==> config.mk <==
export PLATFORM = sky130hd
export DESIGN_NAME = date_time_set_editor_top
export DESIGN_NICKNAME = d
export VERILOG_FILES = /design/src/hdl/dtse_pkg.sv /design/src/hdl/dtse_step.sv /design/src/hdl/date_time_set_editor_top.sv
export SDC_FILE = /design/constraint.sdc
export NUM_CORES = 1
export LEC_CHECK = 0
export BUFFER_PORTS_ARGS = -buffer_cell sky130_fd_sc_hd__buf_2
export CAP_MARGIN = 40
export CELL_PAD_IN_SITES_DETAIL_PLACEMENT = 1
export CELL_PAD_IN_SITES_GLOBAL_PLACEMENT = 1
export CORE_MARGIN = 3
export CORE_UTILIZATION = 30
export CTS_CLUSTER_SIZE = 40
export DETAILED_ROUTE_END_ITERATION = 8
export GPL_ROUTABILITY_DRIVEN = 0
export PLACE_DENSITY_LB_ADDON = 0.1
export SLEW_MARGIN = 10
export SYNTH_ARGS = -nofsm -noshare
export SYNTH_HDL_FRONTEND = slang
export SYNTH_SLANG_ARGS = --single-unit
export TNS_END_PERCENT = 50
==> constraint.sdc <==
create_clock -name clk_i -period 19 [get_ports clk_i]
set_input_delay 1.9 -clock clk_i [delete_from_list [all_inputs] [get_ports clk_i]]
set_output_delay 1.9 -clock clk_i [all_outputs]
set_load 0.01 [all_outputs]
==> src/hdl/dtse_pkg.sv <==
// shared types and constants for the date and time set-mode editor
package dtse_pkg;

  // request codes carried in the input tuser
  typedef enum logic [2:0] {
    REQ_TICK  = 3'd0,
    REQ_PREV  = 3'd1,
    REQ_NEXT  = 3'd2,
    REQ_PLUS  = 3'd3,
    REQ_MINUS = 3'd4,
    REQ_DIGIT = 3'd5,
    REQ_SET   = 3'd6
  } req_e;

  // selected field codes
  localparam logic [2:0] FLD_YEAR   = 3'd0;
  localparam logic [2:0] FLD_MONTH  = 3'd1;
  localparam logic [2:0] FLD_DAY    = 3'd2;
  localparam logic [2:0] FLD_HOUR   = 3'd3;
  localparam logic [2:0] FLD_MINUTE = 3'd4;
  localparam logic [2:0] FLD_SECOND = 3'd5;

  // status codes
  localparam logic [1:0] STS_NONE    = 2'd0;
  localparam logic [1:0] STS_NOTHING = 2'd1;
  localparam logic [1:0] STS_SET     = 2'd2;

  localparam logic [11:0] YEAR_LOW  = 12'd2000;
  localparam logic [11:0] YEAR_HIGH = 12'd2099;
  localparam logic [15:0] LAPSE_RESET = 16'd30000;

  // calendar fields, shared by the frozen time and the edit copy
  typedef struct packed {
    logic [11:0] year;
    logic [3:0]  month;
    logic [4:0]  day;
    logic [4:0]  hour;
    logic [5:0]  minute;
    logic [5:0]  second;
  } cal_t;

  // editor state
  typedef struct packed {
    logic        active;
    logic [2:0]  field;
    logic [2:0]  count;
    cal_t        cal;
    logic [15:0] lapse;
  } state_t;

  // one input beat after the input register
  typedef struct packed {
    logic [2:0] req;
    logic [3:0] digit;
    cal_t       now;
  } item_t;

  // one result beat
  typedef struct packed {
    logic       editing;
    logic [2:0] field;
    cal_t       cal;
    logic       commit;
    logic [1:0] status;
  } res_t;

endpackage

==> src/hdl/dtse_step.sv <==
// next-state and result logic for one editor request
module dtse_step (
  input  dtse_pkg::state_t st_i,
  input  dtse_pkg::item_t  item_i,
  input  logic [15:0]      lapse_cfg_i,
  output dtse_pkg::state_t st_o,
  output dtse_pkg::res_t   res_o
);
  import dtse_pkg::*;

  // y divisible by 25, via reciprocal multiply and check
  function automatic logic div25(logic [11:0] y);
    logic [25:0] prod;
    logic [7:0]  q;
    logic [12:0] back;
    prod = 26'(y) * 26'd10486;
    q    = prod[25:18];
    back = 13'(q) * 13'd25;
    return back == {1'b0, y};
  endfunction

  // days in month, months outside one to twelve count as 31
  function automatic logic [4:0] month_days(logic [11:0] y, logic [3:0] m);
    logic leap;
    logic [4:0] len;
    leap = (y[1:0] == 2'b00) && (!div25(y) || (y[3:0] == 4'd0));
    case (m) inside
      4'd2:                    len = leap ? 5'd29 : 5'd28;
      4'd4, 4'd6, 4'd9, 4'd11: len = 5'd30;
      default:                 len = 5'd31;
    endcase
    return len;
  endfunction

  // reduce a value below three times the modulus
  function automatic logic [6:0] wrap2(logic [6:0] v, logic [6:0] m);
    logic [6:0] r;
    r = v;
    if (r >= m) r = r - m;
    if (r >= m) r = r - m;
    return r;
  endfunction

  state_t      base;
  state_t      nx;
  logic        entering;
  logic        commit;
  logic [1:0]  status;
  logic [2:0]  f;
  logic [4:0]  days_old;
  logic [4:0]  days_new;
  logic [11:0] slot;
  logic [14:0] v;
  logic [14:0] lo;
  logic [14:0] hi;
  logic [2:0]  cnt;
  logic        full;
  logic        up;
  logic [12:0] yinc;
  logic [11:0] ydec;
  logic [6:0]  tmp;

  always_comb begin
    // freeze the current time on the first key press
    entering = !st_i.active
               && (item_i.req inside {REQ_PREV, REQ_NEXT, REQ_PLUS, REQ_MINUS, REQ_DIGIT});
    base = st_i;
    if (entering) begin
      base.cal    = item_i.now;
      base.active = 1'b1;
      base.field  = FLD_YEAR;
      base.count  = 3'd0;
    end
    nx     = base;
    commit = 1'b0;
    status = STS_NONE;
    f      = (base.field >= 3'd6) ? base.field - 3'd6 : base.field;
    days_old = month_days(base.cal.year, base.cal.month);
    days_new = days_old;
    up   = (item_i.req == REQ_PLUS);
    yinc = {1'b0, base.cal.year} + 13'd1;
    ydec = base.cal.year - 12'd1;
    slot = '0;
    v    = '0;
    lo   = '0;
    hi   = 15'd59;
    cnt  = '0;
    full = 1'b0;
    tmp  = '0;

    unique case (item_i.req)
      REQ_TICK: begin
        if (st_i.active) begin
          if (st_i.lapse <= 16'd1) begin
            nx.lapse  = '0;
            nx.active = 1'b0;
          end else begin
            nx.lapse = st_i.lapse - 16'd1;
          end
        end
      end
      REQ_PREV, REQ_NEXT: begin
        if (!entering) begin
          if (item_i.req == REQ_NEXT) nx.field = (f == FLD_SECOND) ? FLD_YEAR : f + 3'd1;
          else                        nx.field = (f == FLD_YEAR) ? FLD_SECOND : f - 3'd1;
          nx.count = 3'd0;
        end
        nx.lapse = lapse_cfg_i;
      end
      REQ_PLUS, REQ_MINUS: begin
        if (!entering) begin
          nx.count = 3'd0;
          case (base.field)
            FLD_YEAR: begin
              if (up) nx.cal.year = (yinc > 13'(YEAR_HIGH) || yinc < 13'(YEAR_LOW))
                                    ? YEAR_LOW : yinc[11:0];
              else    nx.cal.year = (base.cal.year < YEAR_LOW + 12'd1 || ydec > YEAR_HIGH)
                                    ? YEAR_HIGH : ydec;
            end
            FLD_MONTH: begin
              tmp = wrap2(7'(base.cal.month) + (up ? 7'd12 : 7'd10), 7'd12);
              nx.cal.month = tmp[3:0] + 4'd1;
            end
            FLD_DAY: begin
              if (up) nx.cal.day = (base.cal.day + 5'd1 > days_old || base.cal.day == 5'd31)
                                   ? 5'd1 : base.cal.day + 5'd1;
              else    nx.cal.day = (base.cal.day < 5'd2 || base.cal.day - 5'd1 > days_old)
                                   ? days_old : base.cal.day - 5'd1;
            end
            FLD_HOUR: begin
              tmp = wrap2(7'(base.cal.hour) + (up ? 7'd25 : 7'd23), 7'd24);
              nx.cal.hour = tmp[4:0];
            end
            FLD_MINUTE: begin
              tmp = wrap2(7'(base.cal.minute) + (up ? 7'd61 : 7'd59), 7'd60);
              nx.cal.minute = tmp[5:0];
            end
            FLD_SECOND: begin
              tmp = wrap2(7'(base.cal.second) + (up ? 7'd61 : 7'd59), 7'd60);
              nx.cal.second = tmp[5:0];
            end
            default: ;
          endcase
          // keep the day within the month
          days_new = month_days(nx.cal.year, nx.cal.month);
          if (nx.cal.day > days_new) nx.cal.day = days_new;
        end
        nx.lapse = lapse_cfg_i;
      end
      REQ_DIGIT: begin
        nx.field = f;
        case (f)
          FLD_YEAR:   slot = base.cal.year;
          FLD_MONTH:  slot = 12'(base.cal.month);
          FLD_DAY:    slot = 12'(base.cal.day);
          FLD_HOUR:   slot = 12'(base.cal.hour);
          FLD_MINUTE: slot = 12'(base.cal.minute);
          default:    slot = 12'(base.cal.second);
        endcase
        // shift the digit in from the right
        v    = (base.count == 3'd0) ? 15'(item_i.digit)
                                    : 15'(slot) * 15'd10 + 15'(item_i.digit);
        cnt  = base.count + 3'd1;
        full = (f == FLD_YEAR) ? (cnt >= 3'd4) : (cnt >= 3'd2);
        if (full) begin
          case (f)
            FLD_YEAR:  begin lo = 15'(YEAR_LOW); hi = 15'(YEAR_HIGH); end
            FLD_MONTH: begin lo = 15'd1; hi = 15'd12; end
            FLD_DAY:   begin lo = 15'd1; hi = 15'(days_old); end
            FLD_HOUR:  hi = 15'd23;
            default: ;
          endcase
          if (v < lo) v = lo;
          if (v > hi) v = hi;
        end
        case (f)
          FLD_YEAR:   nx.cal.year   = v[11:0];
          FLD_MONTH:  nx.cal.month  = v[3:0];
          FLD_DAY:    nx.cal.day    = v[4:0];
          FLD_HOUR:   nx.cal.hour   = v[4:0];
          FLD_MINUTE: nx.cal.minute = v[5:0];
          default:    nx.cal.second = v[5:0];
        endcase
        nx.count = cnt;
        if (full) begin
          if (f != FLD_SECOND) nx.field = f + 3'd1;
          nx.count = 3'd0;
        end
        nx.lapse = lapse_cfg_i;
      end
      REQ_SET: begin
        if (!st_i.active) begin
          status = STS_NOTHING;
        end else begin
          commit    = 1'b1;
          status    = STS_SET;
          nx.active = 1'b0;
        end
      end
      default: ;
    endcase
  end

  assign st_o = nx;

  // result beat from the updated state
  assign res_o.editing = nx.active;
  assign res_o.field   = nx.field;
  assign res_o.cal     = nx.cal;
  assign res_o.commit  = commit;
  assign res_o.status  = status;

endmodule

==> src/hdl/date_time_set_editor_top.sv <==
// top level of the date and time set-mode editor
//
//  channel   direction  handshake                    payload
//  s_axis    in         s_axis_tvalid_i/tready_o     tuser request, tdata digit and now
//  m_axis    out        m_axis_tvalid_o/tready_i     tdata edit copy, commit, status
//  cfg       in         cfg_we_i                     cfg_wdata_i edit lapse in ticks
//
// one beat a cycle sustained while m_axis_tready_i stays high; a result passes
// the input register, then the state update and the result register.
// reset clears the edit state to the year 2000 copy and sets the configured lapse to 30000.
// a stalled result holds the result register; the input register still
// takes one more beat, then tready falls until the result is taken.
module date_time_set_editor_top (
  input  logic        clk_i,
  input  logic        rst_ni,
  input  logic        s_axis_tvalid_i,
  output logic        s_axis_tready_o,
  // req_type [2:0]
  input  logic [2:0]  s_axis_tuser_i,
  // digit [3:0], now_year [15:4], now_month [19:16], now_day [24:20],
  // now_hour [29:25], now_minute [35:30], now_second [41:36], zero fill
  input  logic [47:0] s_axis_tdata_i,
  output logic        m_axis_tvalid_o,
  input  logic        m_axis_tready_i,
  // editing [0], selected_field [3:1], edit_year [15:4], edit_month [19:16],
  // edit_day [24:20], edit_hour [29:25], edit_minute [35:30],
  // edit_second [41:36], commit [42], status [44:43], zero fill
  output logic [47:0] m_axis_tdata_o,
  input  logic        cfg_we_i,
  input  logic [15:0] cfg_wdata_i
);
  import dtse_pkg::*;

  logic        in_valid_q;
  item_t       in_q;
  logic        out_valid_q;
  res_t        out_q;
  state_t      st_q;
  state_t      st_d;
  res_t        res_d;
  logic [15:0] lapse_cfg_q;
  logic        adv;
  logic        in_take;
  item_t       item_d;

  assign adv             = in_valid_q && (!out_valid_q || m_axis_tready_i);
  assign s_axis_tready_o = !in_valid_q || !out_valid_q || m_axis_tready_i;
  assign in_take         = s_axis_tvalid_i && s_axis_tready_o;

  // unpack the input beat
  assign item_d.req        = s_axis_tuser_i;
  assign item_d.digit      = s_axis_tdata_i[3:0];
  assign item_d.now.year   = s_axis_tdata_i[15:4];
  assign item_d.now.month  = s_axis_tdata_i[19:16];
  assign item_d.now.day    = s_axis_tdata_i[24:20];
  assign item_d.now.hour   = s_axis_tdata_i[29:25];
  assign item_d.now.minute = s_axis_tdata_i[35:30];
  assign item_d.now.second = s_axis_tdata_i[41:36];

  // configuration register
  always_ff @(posedge clk_i or negedge rst_ni) begin
    if (!rst_ni) begin
      lapse_cfg_q <= LAPSE_RESET;
    end else if (cfg_we_i) begin
      lapse_cfg_q <= cfg_wdata_i;
    end
  end

  // input register valid
  always_ff @(posedge clk_i or negedge rst_ni) begin
    if (!rst_ni) begin
      in_valid_q <= 1'b0;
    end else if (in_take) begin
      in_valid_q <= 1'b1;
    end else if (adv) begin
      in_valid_q <= 1'b0;
    end
  end

  // input register payload
  always_ff @(posedge clk_i) begin
    if (in_take) begin
      in_q <= item_d;
    end
  end

  dtse_step u_step (
    .st_i        (st_q),
    .item_i      (in_q),
    .lapse_cfg_i (lapse_cfg_q),
    .st_o        (st_d),
    .res_o       (res_d)
  );

  // editor state
  always_ff @(posedge clk_i or negedge rst_ni) begin
    if (!rst_ni) begin
      st_q.active     <= 1'b0;
      st_q.field      <= FLD_YEAR;
      st_q.count      <= 3'd0;
      st_q.cal.year   <= YEAR_LOW;
      st_q.cal.month  <= 4'd1;
      st_q.cal.day    <= 5'd1;
      st_q.cal.hour   <= 5'd0;
      st_q.cal.minute <= 6'd0;
      st_q.cal.second <= 6'd0;
      st_q.lapse      <= 16'd0;
    end else if (adv) begin
      st_q <= st_d;
    end
  end

  // result register valid
  always_ff @(posedge clk_i or negedge rst_ni) begin
    if (!rst_ni) begin
      out_valid_q <= 1'b0;
    end else if (adv) begin
      out_valid_q <= 1'b1;
    end else if (m_axis_tready_i) begin
      out_valid_q <= 1'b0;
    end
  end

  // result register payload
  always_ff @(posedge clk_i) begin
    if (adv) begin
      out_q <= res_d;
    end
  end

  assign m_axis_tvalid_o = out_valid_q;
  assign m_axis_tdata_o  = {3'b000, out_q.status, out_q.commit, out_q.cal.second,
                            out_q.cal.minute, out_q.cal.hour, out_q.cal.day,
                            out_q.cal.month, out_q.cal.year, out_q.field, out_q.editing};

endmodule

==> flow_summary.toml <==
[route]
top_layer = "met5"
dr.pass1.iters = 5
drtAntennaViolNets = 0
route.met3.wl_um = 2890
drc = 0
drt_iter0_drc = 1086
wl_um = 75500
route.detailed.vias_per_inst = 5.42
vias = 18400
drt-wirelength-per-cell_um = 22.3
wl_met1_um = 37100
wl_met2_um = 33900

[sta]
post-route-min-period_ns = 16.78
slew_headroom_pct = 35.1
post-route-period-util_pct = 88.3
finalSetupViolations = 0
fin_skew_ns = 0.0207
final-hold-violation-count = 0
rsz0062_at_grt = "false"
final-max-slew-violation-count = 0
totalNegativeSetupSlack_ns = 0
fmax_ghz = 0.0596
worst_pin_slew_ns = 0.971

[synthesis]
synth_edf_count = 89
netlist_instances = 2357
ys_ff_latch = 168
ys_seq_area_share_pct = 22.3
syn_area_sq_um = 21000
synth_warnings = 0
synth_top_flop_cell = "edfxtp_1"
synth_cell_type_count = 105
synthArstFlopShare_pct = 47.0
syn_avg_cell_area_sq_um = 8.89

[finish]
fill_cells = 8148
fin_nets = 2917
fin_util_pct = 33.7
drive_gt1_share_pct = 13.2
final_common_cell = "ha_1"
mostFrequentLayoutCells = "ha_1, inv_1, nand2_1, nor2_1, a21oi_1"
area_delta_synth_final_pct = 10.7

[hold_path]
hold_end = "st_q[55]"
hold_start = "st_q[55]"
hp-class = "flop to flop"
holdPathStages = 2

[cts]
numCtsBuffers = 17
path_clk_slew_ns = 0.08
postCtsSetupRepairBufs = 0
cts-root-buf = "clkbuf_16"
clock_latency_ns = 0.46
cts_tree = "built"
cts_hold_buffers = 0
htreeDepth = 4
cts_sinks = 168
cts_resized = 0
cts.path.max_buffers = 2

[critical_path]
r2r-start = "in_q[42]"
critPathMaxFanout = 28
slowest_stage = "o211a_1"
slowest_delay_ns = 0.61
cp.arrival_ns = 16.98
crit_top_cell = "ha_1"
worstSetupStartpointType = "flop"
crit_type = "flop to flop"
rr_endpoint = "m_axis_tdata_o[20]"
r2r.worst_path.cells = 58
rrSetupSlack_ns = 2.22
crit_required_ns = 19.20
end_kind = "flop"

[floorplan]
fp.dieW_um = 270
start_util_pct = 30.4
fp.dieH_um = 270
core.rowCount = 96
core_area_sq_um = 68900
dieArea_sq_um = 73000
ios = 122

[grt]
grt_pass1_wl_um = 117000
antenna_found_initial = 1
grt-ovfl-total = 0
first_global_vias = 19300
grt_max_degree = 58
grt_usage_pct = 20.6

[status]
status = "complete, no violations"

[run]
max_cap_viol_count = 0

[place]
dp_hpwl_um = 59200
portBuffers = 112
## stage by stage
| step | worst slack (ns) | area (sq um) | hold slack [ns] | cells |
|---|---|---|---|---|
| final | 2.22 | 23200 | 0.481 | 3386 |
| after global routing | 0.890 | 23200 | 0.520 | 3385 |
| after CTS | 2.11 | 23200 | 0.483 | 3385 |
| after detailed placement | 2.20 | 22600 | 0.465 | 3353 |
| after global placement | 2.52 | 22600 | 0.454 | 3347 |
| after floorplan | 5.14 | 21000 | 0.439 | 2359 |
## worst max path at each step
stage | start | to | slack [ns] | cells past startpoint
final | in_q[42] | m_axis_tdata_o[20] | 2.22 | 58
after CTS | in_q[42] | m_axis_tdata_o[20] | 2.11 | 58
after global placement | in_q[42] | m_axis_tdata_o[20] | 2.52 | 60
after floorplan | in_q[44] | st_q[34] | 5.14 | 65
after global routing | in_q[44] | m_axis_tdata_o[20] | 0.89 | 61
after detailed placement | in_q[42] | m_axis_tdata_o[20] | 2.20 | 58
## synthesized netlist by cell type (14+ instances only)
cell type | instances | area share, %
a211oi_1 | 20 | 0.72
a21o_1 | 26 | 0.93
a21oi_1 | 114 | 2.7
a31oi_1 | 25 | 0.75
and2_1 | 20 | 0.60
and3_1 | 21 | 0.63
buf_2 | 24 | 0.57
buf_4 | 14 | 0.50
clkbuf_1 | 55 | 0.99
dfrtp_1 | 64 | 7.6
dfstp_2 | 15 | 1.9
edfxtp_1 | 89 | 13
fa_1 | 97 | 9.3
ha_1 | 307 | 18
inv_1 | 255 | 4.6
mux2_2 | 49 | 2.6
mux2i_1 | 27 | 1.3
nand2_1 | 189 | 3.4
nand2b_1 | 28 | 0.84
nand3_1 | 43 | 1.0
nand4_1 | 17 | 0.51
nor2_1 | 179 | 3.2
nor2b_1 | 22 | 0.66
nor3_1 | 60 | 1.4
nor4_1 | 18 | 0.54
o211ai_1 | 40 | 1.4
o21a_1 | 22 | 0.79
o21ai_0 | 112 | 2.7
o221ai_1 | 29 | 1.2
o22a_1 | 21 | 0.88
o31ai_1 | 15 | 0.54
or3_1 | 14 | 0.42
xnor2_1 | 67 | 2.8
xor2_1 | 25 | 1.0
## flip-flops by register name, summed over array words and instances, names as in the netlist
signal           count
in_q                45
in_valid_q           1
lapse_cfg_q         16
m_axis_tdata_o      44
m_axis_tvalid_o      1
st_q                61
## kinds of logic after synthesis
family	Yosys count	share of synthesized area (%)
AND/OR/NAND/NOR	661	15.3
buffers and inverters	367	7.12
adder cells (fa/ha/maj)	404	27.6
multiplexers	76	3.92
AO/OA/AOI/OAI	588	19.9
other	1	0.0179
flip-flops	168	22.3
XOR/XNOR	92	3.85
## critical path: cells and delay by family (launching register included)
kind,cells,cell delay (ns)
buffers and inverters,5,1.04
AND/OR/NAND/NOR,15,3.99
adder cells (fa/ha/maj),12,4.63
flip-flops,1,0.34
XOR/XNOR,2,0.40
AO/OA/AOI/OAI,24,6.07
## cell type report
class	count	area, sq um	area share (%)
Sequential cell	168	4670	20.1
Antenna cell	1	2.50	0.0108
Multi-Input combinational cell	1824	14800	63.8
Tap cell	931	1160	5.02
Inverter	267	1010	4.34
Clock buffer	20	478	2.06
Timing Repair Buffer	163	968	4.17
Clock inverter	12	100	0.431
## routing by layer
layer  up-vias  track usage (%)
met1      9306             29.3
li1       8655                -
met4         2             4.88
met3        70             3.26
met2       320             32.6
met5         -                0
Power is not shown: default switching activity piles up to over one toggle a cycle in this logic, so the estimate is an artifact.
